--- config.mk ---
export PLATFORM = sky130hd
export DESIGN_NAME = tii_table
export DESIGN_NICKNAME = d
export VERILOG_FILES = /design/src/tii_pkg.sv /design/src/tii_table.sv
export SDC_FILE = /design/constraint.sdc
export NUM_CORES = 2
export LEC_CHECK = 0
export BUFFER_PORTS_ARGS = -buffer_cell sky130_fd_sc_hd__buf_2
export CORE_MARGIN = 10
export CORE_UTILIZATION = 30
export CTS_CLUSTER_SIZE = 12
export DETAILED_ROUTE_END_ITERATION = 16
export PLACE_DENSITY = 0.5
export SETUP_SLACK_MARGIN = 0.2
export SLEW_MARGIN = 0
export SYNTH_ARGS = -nofsm -noshare
export SYNTH_HDL_FRONTEND = slang
export SYNTH_SLANG_ARGS = --single-unit
export TNS_END_PERCENT = 100
--- constraint.sdc ---
create_clock -name clk_i -period 5.6 [get_ports clk_i]
set_input_delay 0.28 -clock clk_i [delete_from_list [all_inputs] [get_ports clk_i]]
set_output_delay 0.28 -clock clk_i [all_outputs]
set_load 0.005 [all_outputs]
--- src/tii_pkg.sv ---
`default_nettype none
package tii_pkg;

  localparam int unsigned DefMaxPoints = 64;
  localparam int unsigned DefFracBits  = 16;

  // shared multiply-divide operand widths
  localparam int unsigned OpW   = 36;
  localparam int unsigned DivW  = 33;
  localparam int unsigned ProdW = 2 * OpW;
  localparam int unsigned QW    = 64;

  localparam logic [2:0] STAT_OK     = 3'd0;
  localparam logic [2:0] STAT_BELOW  = 3'd1;
  localparam logic [2:0] STAT_BEYOND = 3'd2;
  localparam logic [2:0] STAT_ZERO   = 3'd3;
  localparam logic [2:0] STAT_SAT    = 3'd4;

  localparam logic CFG_MODE  = 1'b0;
  localparam logic CFG_COUNT = 1'b1;

  localparam logic OP_LOAD = 1'b0;

  // shift: skip the divide, scale the product down by 2^(FRAC_BITS+1)
  typedef struct packed {
    logic                   start;
    logic                   shift;
    logic signed [OpW-1:0]  a;
    logic signed [OpW-1:0]  b;
    logic        [DivW-1:0] d;
  } md_req_t;

  typedef struct packed {
    logic                 done;
    logic signed [QW-1:0] q;
  } md_rsp_t;

endpackage
`default_nettype wire

--- src/tii_table.sv ---
`default_nettype none
module tii_table
  import tii_pkg::*;
#(
  parameter int unsigned MAX_POINTS = DefMaxPoints,
  parameter int unsigned AW = (MAX_POINTS > 1) ? $clog2(MAX_POINTS) : 1
) (
  input  wire logic                 clk_i,
  input  wire logic                 we_i,
  input  wire logic [AW-1:0]        waddr_i,
  input  wire logic signed [31:0]   wtime_i,
  input  wire logic signed [31:0]   wval_i,
  input  wire logic [AW-1:0]        raddr_i,
  output logic signed [31:0]        rtime_o,
  output logic signed [31:0]        rval_o
);

  logic [31:0] time_mem [MAX_POINTS];
  logic [31:0] val_mem  [MAX_POINTS];

  always_ff @(posedge clk_i) begin
    if (we_i) begin
      time_mem[waddr_i] <= wtime_i;
      val_mem[waddr_i]  <= wval_i;
    end
    rtime_o <= time_mem[raddr_i];
    rval_o  <= val_mem[raddr_i];
  end

endmodule
`default_nettype wire

==> reports/qor.yml <==
yosysWarnings: 0
dieArea_um2: 549000
p_seq_share_pct: 53.4
pwr-share-comb_pct: 4.9
ff2ff_setup_slack_ns: 3.21
worstPathMaxFanout: 83
slew_headroom_pct: 11.3
ys.flop_type: "edfxtp_1"
core_area_um2: 517000
p_leak_nw: 54.9
fmaxAchievable_mhz: 326
area_growth_syn_to_layout_pct: 15.8
power.total_mw: 64.9
irDropWorstVdd_mv: 0.246
dpl.hpwl_um: 269000
finalSetupViolCount: 0
routed-via-count: 75900
placedCellCount: 13500
p_int_mw: 50.7
synthDistinctLibCells: 30
critPathLaunchType: "input port"
finalWirelength_um: 488000
cts_tree: "done"
critPathCaptureType: "register"
crit_path_cell_trace: "dlygate4sd3_1 -> buf_8 -> buf_12 -> mux4_2 -> mux2i_1 -> a211oi_1 -> o211a_1"
clockBufferDepth: 4
synth_seq_area_share_pct: 79.7
wl_per_cell_um: 34.2
antenna_found_initial: 60
multi_input_area_um2: 30200
cts_resized: 0
min_period_over_period_pct: 54.8
root_buffer: "clkbuf_16"
grt_pass1_wl_um: 664000
holdWs_ns: 0.0335
criticalPathCategory: "in -> reg"
p_clk_share_pct: 41.7
vias_per_cell: 5.32
antenna_left: 0
final_cell_count_no_fill: 14300
syn_area_per_cell_um2: 24.0
postSynth.asyncResetShare_pct: 0
critPathRequiredTime_ns: 6.49
post-place-ws_ns: 1.99
track_usage_pct: 17.2
min_path_type: "in -> reg"
hp-start: "wtime_i[24]"
finalWeightedCongestion: 0.755
synth-edff-count: 4096
status: "finished clean"
switching_share_pct: 21.9
drtIter0Drc: 9289
die_h_um: 741
max_slew.worst_pin.slew_ns: 1.33
netlist_area_um2: 156000
clk_latency_ns: 1.02
n_fill_cell: 47800
drc: 0
path_clk_slew_ns: 0.06
rsz0062_at_grt: "no"
grt_max_degree: 104
whs_path_depth: 1
first_pass_iters: 5
power.density_nw_per_um2: 360
io_pins: 142
seq_area_um2: 124000
start_util_pct: 30.1
hold_end: "time_mem[48][24]"
syn-num-nets: 6583
fin_crit_ns: 3.07
nNetsFinal: 7081
h-tree-depth: 5
drive_above_1_share_pct: 28.1
finalHoldViolations: 0
placementRows: 264
r2r_start: "time_mem[15][30]"
final_max_slew_viol_count: 0
io_buffer_count: 141
cts.sinks: 4160
finClkSkew_ns: 0.0589
critPathSlowestCell: "mux2i_1"
cap_violations: 0
grt_pass1_vias: 77200
synth_seq_cells: 4160
fin_tns_setup_ns: 0
gr-total-overflow: 0
r2r-end: "rtime_o[30]"
cp_top_family: "buffers and inverters"
cts_made_buffers: 423
p_sw_mw: 14.2
r2r_cells: 4
die_w_um: 741
worst-path-buf-inv: 3
critPathMaxStageDelay_ns: 0.89
fin_ws_ns: 2.53
syn_inst: 6505
arrival_ns: 3.96
flip-flops by register name, summed over array words and instances, names as in the netlist:
signal,flops
time_mem,2048
val_mem,2048
rtime_o,32
rval_o,32
layout make-up:
cell class / count / share of cell area [%]
well taps: 6916 / 4.80
inverters: 1 / 0.00208
clock buffers: 653 / 6.60
multi-input cells: 1967 / 16.7
diodes: 10 / 0.0139
repair buffers: 450 / 2.30
clock inverters: 121 / 0.667
flip-flops and latches: 4160 / 68.9
cells in the mapped netlist, types with 3 or more instances:
master	n	area, um^2
buf_1	29	109
nand2b_1	4	25.0
nand2_1	7	26.3
nand3_1	133	666
mux4_2	1024	23100
mux2i_1	90	901
buf_6	21	236
nor2_1	110	413
clkbuf_1	140	526
a22oi_1	256	1920
and2_1	3	18.8
o211a_1	64	641
o221ai_1	64	561
or3_1	3	18.8
a211oi_1	63	473
buf_2	136	681
nor2b_1	7	43.8
buf_4	50	375
a21oi_1	25	125
nand3b_1	4	30.0
edfxtp_1	4096	123000
dfxtp_1	64	1280
o22ai_1	102	638
worst max path at each step:
| stage | from | end | slack [ns] | cells after the start |
|---|---|---|---|---|
| 4_1_cts | raddr_i[2] | rval_o[15] | 2.62 | 8 |
| 2_1_floorplan | waddr_i[4] | time_mem[16][0] | 1.32 | 4 |
| 6_report | raddr_i[2] | rtime_o[30] | 2.53 | 7 |
| 3_5_place_dp | raddr_i[0] | rval_o[2] | 1.99 | 7 |
| 5_1_grt | raddr_i[2] | rval_o[17] | 2.53 | 7 |
| 3_3_place_gp | raddr_i[0] | rval_o[2] | 1.99 | 7 |
routing by layer:
| metal | vias up | track usage, % | share of wire [%] |
|---|---|---|---|
| met5 | - | 0 | 0.017 |
| li1 | 29300 | - | - |
| met2 | 3227 | 28.7 | 49 |
| met3 | 647 | 2.97 | 7.1 |
| met1 | 42700 | 23.6 | 42 |
| met4 | 14 | 4.11 | 2.6 |
through the flow:
step / instance area, um^2 / utilization (%)
after CTS: 180000 / 34.9
after global placement: 167000 / 32.3
after detailed placement: 167000 / 32.3
final: 180000 / 34.9
after floorplan: 156000 / -
after global routing: 180000 / 34.9
cell usage in the layout, fill, tap and decap left out, drive strengths merged, types with 4 or more instances in the layout:
cell and count:
a211oi 63, a21oi 25, a22oi 256, buf 418
bufinv 10, clkbuf 653, clkinv 97, dfxtp 64
diode 10, dlygate4sd3 32, edfxtp 4096, inv 12
mux2i 90, mux4 1024, nand2 7, nand2b 4
nand3 133, nand3b 4, nor2 110, nor2b 7
o211a 64, o221ai 64, o22ai 102, or3b 4
cell families (layout without fill, tap and decap cells):
| kind of cell | Yosys count | after routing | synth area share (%) |
|---|---|---|---|
| flip-flops | 4160 | 4160 | 79.7 |
| multiplexers | 1114 | 1114 | 15.4 |
| AO/OA/AOI/OAI | 575 | 575 | 2.80 |
| buffers and inverters | 378 | 1225 | 1.24 |
| AND/OR/NAND/NOR | 278 | 278 | 0.831 |
| other | 0 | 10 | 0 |
repair_timing:
item                                     CTS  global route
hold buffers                              32             0
buffers inserted                           0             0
endpoints found under the setup margin     0             0
endpoints found under the hold margin   1538             0
power groups by stage:
stage / registers [mW] / clock network [mW] / logic [mW]
floorplan: 35.2 / 0 / 1.59
global placement: 35.3 / 0 / 3.14
detailed placement: 35.3 / 0 / 3.17
CTS: 34.7 / 27.6 / 3.20
global route: 34.7 / 28.8 / 3.34
finish: 34.7 / 27.1 / 3.15
No activity file was read; power rests on OpenSTA's default activity.
