## config.mk

```make
export PLATFORM = sky130hd
export DESIGN_NAME = tii_muldiv
export DESIGN_NICKNAME = d
export VERILOG_FILES = /design/src/tii_pkg.sv /design/src/tii_muldiv.sv
export SDC_FILE = /design/constraint.sdc
export NUM_CORES = 1
export LEC_CHECK = 0
export ABC_CLOCK_PERIOD_IN_PS = 12600
export BUFFER_PORTS_ARGS = -buffer_cell sky130_fd_sc_hd__buf_2
export CAP_MARGIN = 20
export CORE_UTILIZATION = 45
export DETAILED_ROUTE_END_ITERATION = 16
export PLACE_DENSITY = 0.64
export SLEW_MARGIN = 20
export SYNTH_ARGS = -nofsm -noshare
export SYNTH_HDL_FRONTEND = slang
export SYNTH_SLANG_ARGS = --single-unit
```

## constraint.sdc

```tcl
create_clock -name clk_i -period 12.6 [get_ports clk_i]
set_clock_uncertainty 0.2 [all_clocks]
set_input_delay 1.26 -clock clk_i [delete_from_list [all_inputs] [get_ports clk_i]]
set_output_delay 1.26 -clock clk_i [all_outputs]
set_load 0.05 [all_outputs]
```

## src/tii_pkg.sv

```systemverilog
`default_nettype none
package tii_pkg;

  localparam int unsigned DefMaxPoints = 64;
  localparam int unsigned DefFracBits  = 16;

  // shared multiply-divide operand widths
  localparam int unsigned OpW   = 36;
  localparam int unsigned DivW  = 33;
  localparam int unsigned ProdW = 2 * OpW;
  localparam int unsigned QW    = 64;

  localparam logic [2:0] STAT_OK     = 3'd0;
  localparam logic [2:0] STAT_BELOW  = 3'd1;
  localparam logic [2:0] STAT_BEYOND = 3'd2;
  localparam logic [2:0] STAT_ZERO   = 3'd3;
  localparam logic [2:0] STAT_SAT    = 3'd4;

  localparam logic CFG_MODE  = 1'b0;
  localparam logic CFG_COUNT = 1'b1;

  localparam logic OP_LOAD = 1'b0;

  // shift: skip the divide, scale the product down by 2^(FRAC_BITS+1)
  typedef struct packed {
    logic                   start;
    logic                   shift;
    logic signed [OpW-1:0]  a;
    logic signed [OpW-1:0]  b;
    logic        [DivW-1:0] d;
  } md_req_t;

  typedef struct packed {
    logic                 done;
    logic signed [QW-1:0] q;
  } md_rsp_t;

endpackage
`default_nettype wire

```

## src/tii_muldiv.sv

```systemverilog
`default_nettype none
module tii_muldiv
  import tii_pkg::*;
#(
  parameter int unsigned FRAC_BITS = DefFracBits
) (
  input  wire logic    clk_i,
  input  wire logic    rst_ni,
  input  wire md_req_t req_i,
  output md_rsp_t      rsp_o
);

  localparam logic [1:0] PH_IDLE = 2'd0;
  localparam logic [1:0] PH_MUL  = 2'd1;
  localparam logic [1:0] PH_DIV  = 2'd2;
  localparam logic [1:0] PH_DONE = 2'd3;

  logic [1:0]       ph_q, ph_d;
  logic [6:0]       cnt_q, cnt_d;
  logic [ProdW-1:0] ma_q, ma_d, pr_q, pr_d;
  logic [OpW-1:0]   mb_q, mb_d;
  logic [DivW:0]    rem_q, rem_d;
  logic [DivW-1:0]  dv_q, dv_d;
  logic             neg_q, neg_d;
  logic             sh_q, sh_d;

  logic [OpW-1:0]   amag, bmag;
  logic [DivW+1:0]  rsh;
  logic [QW-1:0]    qmag;
  logic [ProdW-1:0] pr_add;

  assign amag   = req_i.a[OpW-1] ? OpW'(-req_i.a) : OpW'(req_i.a);
  assign bmag   = req_i.b[OpW-1] ? OpW'(-req_i.b) : OpW'(req_i.b);
  assign rsh    = {rem_q, pr_q[ProdW-1]};
  assign qmag   = pr_q[QW-1:0];
  assign pr_add = mb_q[0] ? pr_q + ma_q : pr_q;

  always_comb begin
    ph_d  = ph_q;
    cnt_d = cnt_q;
    ma_d  = ma_q;
    mb_d  = mb_q;
    pr_d  = pr_q;
    rem_d = rem_q;
    dv_d  = dv_q;
    neg_d = neg_q;
    sh_d  = sh_q;
    unique case (ph_q)
      PH_IDLE: begin
        if (req_i.start) begin
          ma_d  = {{(ProdW-OpW){1'b0}}, amag};
          mb_d  = bmag;
          pr_d  = '0;
          dv_d  = req_i.d;
          neg_d = req_i.a[OpW-1] ^ req_i.b[OpW-1];
          sh_d  = req_i.shift;
          cnt_d = 7'(OpW);
          ph_d  = PH_MUL;
        end
      end
      PH_MUL: begin
        pr_d  = pr_add;
        ma_d  = ma_q << 1;
        mb_d  = mb_q >> 1;
        cnt_d = cnt_q - 7'd1;
        if (cnt_q == 7'd1) begin
          if (sh_q) begin
            // truncates the magnitude, so the signed result rounds toward zero
            pr_d = pr_add >> (FRAC_BITS + 1);
            ph_d = PH_DONE;
          end else begin
            cnt_d = 7'(ProdW);
            rem_d = '0;
            ph_d  = PH_DIV;
          end
        end
      end
      PH_DIV: begin
        // restoring divide, quotient bits shift into the product register
        pr_d = {pr_q[ProdW-2:0], 1'b0};
        if (rsh >= {1'b0, dv_q}) begin
          rem_d   = (DivW+1)'(rsh - {1'b0, dv_q});
          pr_d[0] = 1'b1;
        end else begin
          rem_d = rsh[DivW:0];
        end
        cnt_d = cnt_q - 7'd1;
        if (cnt_q == 7'd1) ph_d = PH_DONE;
      end
      PH_DONE: ph_d = PH_IDLE;
      default: ph_d = PH_IDLE;
    endcase
  end

  always_ff @(posedge clk_i or negedge rst_ni) begin
    if (!rst_ni) begin
      ph_q  <= PH_IDLE;
      cnt_q <= '0;
    end else begin
      ph_q  <= ph_d;
      cnt_q <= cnt_d;
    end
  end

  always_ff @(posedge clk_i) begin
    ma_q  <= ma_d;
    mb_q  <= mb_d;
    pr_q  <= pr_d;
    rem_q <= rem_d;
    dv_q  <= dv_d;
    neg_q <= neg_d;
    sh_q  <= sh_d;
  end

  assign rsp_o.done = (ph_q == PH_DONE);
  assign rsp_o.q    = neg_q ? -$signed(qmag) : $signed(qmag);

endmodule
`default_nettype wire

```

==> results.toml <==
[floorplan]
die_y_um = 215.8
start_util_pct = 46.11
dieWidth_um = 215.8
rows = 77
core_mm2 = 0.04461
dieArea_mm2 = 0.04656
pin_count = 174

[synth]
synth.top_cell.area_share_pct = 36.35
synthCells = 2283
synth_cell_types = 78
async_flop_share_pct = 3.488
synth_flop_cell = "edfxtp_1"
synth-seq-area-share_pct = 37.45
syn_area_mm2 = 0.02057
ys_ff_latch = 258
synthTopCellsByArea = "edfxtp_1 36%, ha_1 6.9%, nand2_1 5.0%"
synth_top_area_cell = "edfxtp_1"
syn-num-nets = 2507
synth_edf_count = 249
syn_avg_cell_area_um2 = 9.009
ys_warn_count = 0

[timing]
slew_headroom_pct = 22.47
slew_violations = 0
fmax_mhz = 159.8
fin_crit_sh_pct = 49.68
hold_viol_final = 0
final.setup.tns_ps = 0
setup_viol_count_final = 0
worst_pin_slew_ps = 1134
final.min_clock_period_ps = 6260
rsz0062_at_grt = "no"

[run_status]
status = "finished clean"

[worst_setup_path]
worstPathCellList = "nor4_1 > nand3_1 > nor2_1 > nand3_2 > or3_4 > or4_4 > nor4_4 > nand3_1 > o31ai_1 > xnor2_1 > buf_2"
cpMostUsedCell = "nand3_1"
worst_r2r_startpoint = "pr_q[0]"
r2r-end = "pr_q[70]"
r2r_setup_slack_ps = 7380
required_ps = 11140
crit_buf_inv = 1
worst-setup-path-type = "register to primary output"
arrival_ps = 4800
cp.depth = 11
startpoint_type = "register"
endpoint_kind = "primary output"
crit_slowest_cell = "nor4_1"
cp_top_family = "simple AND/OR/NAND/NOR gates"
path_max_fanout = 8
max_stage_delay_ps = 730
r2r_cells = 13

[cts]
cts_resized = 0
cts_made_buffers = 31
cts_sinks = 258
cts_hold_buf = 0
insertion_delay_ps = 580
h-tree-depth = 1
cts_tree = "yes"
clk_pin_slew_ps = 60
post-cts-setup-buffers = 0
cts_root_buf = "clkbuf_16"
clockBufferDepth = 3

[placed_design]
numPortBuffers = 173
place_congestion = 0.9844
hpwl_um = 45960
dp_cells = 2947

[global_routing]
grt_use_total_pct = 26.31
grt_max_degree = 114
busiest_layer = "met2"
met2_usage_pct = 41.63
grt_pass1_wl_um = 98210
grtUsageMet1_pct = 37.60
met3_usage_pct = 3.157
gr-total-overflow = 0
antenna_found_initial = 0
first_global_vias = 17350

[detailed_routing]
ant_nets = 0
dr_total_vias = 18370
via_per_inst = 6.117
drt_iter0_markers = 1836
dr.pass1.iters = 8
wirelength_um = 62650
drc = 0
wl_per_cell_um = 20.86

[min_path]
min_path_type = "register to register"
min_to = "cnt_q[6]"
hold_start = "cnt_q[6]"
holdPathStages = 1

[finish]
area_growth_pct = 11.56
final_cell_mix = "273 x nand2_1, 249 x edfxtp_1, 203 x o21ai_0, 173 x buf_2, 156 x a21oi_1"
drive_above_1_share_pct = 12.32
mostFrequentLayoutCell = "nand2_1"
n_antenna_cell = 0
final_cells = 3003
final_net_count = 2612
fin_util_pct = 51.44

[run]
cap_violations = 0
==> cell type report <==
class                   count  area (um2)
clock buffers              39       845.8
multi-input cells        1817       12110
well taps                 592       740.7
clock inverters            17       198.9
repair buffers            194        1023
fillers                  4200       21660
flip-flops and latches    258        7702
inverters                  86       322.8
==> cells in the mapped netlist, drive strengths merged, types with 56 or more instances <==
cell type,instances
nand2,273
edfxtp,249
o21ai,204
a21oi,157
nor2,138
ha,113
xnor2,113
clkbuf,104
xor2,103
inv,86
a21o,58
and2,58
mux2i,56
==> metal layers <==
| metal | vias up | wire length, um |
|---|---|---|
| met5 | - | 0 |
| met4 | 0 | 1890 |
| met3 | 110 | 4466 |
| met1 | 8768 | 28090 |
| met2 | 773 | 28210 |
| li1 | 8719 | - |
==> stage by stage <==
| stage | cell area (um2) | setup slack [ps] | hold slack, ps |
|---|---|---|---|
| final | 22940 | 6340 | 329.4 |
| after global routing | 22940 | 6106 | 335.5 |
| after CTS | 22940 | 6370 | 311.5 |
| after detailed placement | 21900 | 7015 | 318.5 |
| after global placement | 21900 | 7012 | 303.1 |
| after floorplan | 20570 | 7499 | 282.6 |
==> how the worst max path moves through the flow <==
| stage | slack (ps) | startpoint | endpoint |
|---|---|---|---|
| CTS | 6370 | pr_q[5] | rsp_o[61] |
| global route | 6110 | pr_q[5] | rsp_o[61] |
| floorplan | 7500 | req_i[106] | ma_q[0] |
| global placement | 7010 | pr_q[5] | rsp_o[61] |
| finish | 6340 | pr_q[5] | rsp_o[61] |
| detailed placement | 7020 | pr_q[5] | rsp_o[61] |
==> state kept, by name (all words and copies together), names as in the netlist <==
signal,cells
sh_q,1
cnt_q,7
neg_q,1
dv_q,33
pr_q,72
ma_q,72
rem_q,34
mb_q,36
ph_q,2
==> kinds of logic (layout without fill, tap and decap cells) <==
family / after synthesis / after routing / synth area share (%)
AOI/OAI and AO/OA: 701 / 701 / 22.16
adders and majority gates: 115 / 115 / 7.069
and+or+nand+nor: 717 / 717 / 16.90
muxes: 68 / 68 / 3.382
buffers and inverters: 208 / 336 / 3.839
DFF: 258 / 258 / 37.45
xor gates and xnor gates: 216 / 216 / 9.198
Power is left out: the tool's default activity adds up to more than one toggle a clock period on the data nets, which glitch-free logic cannot reach.
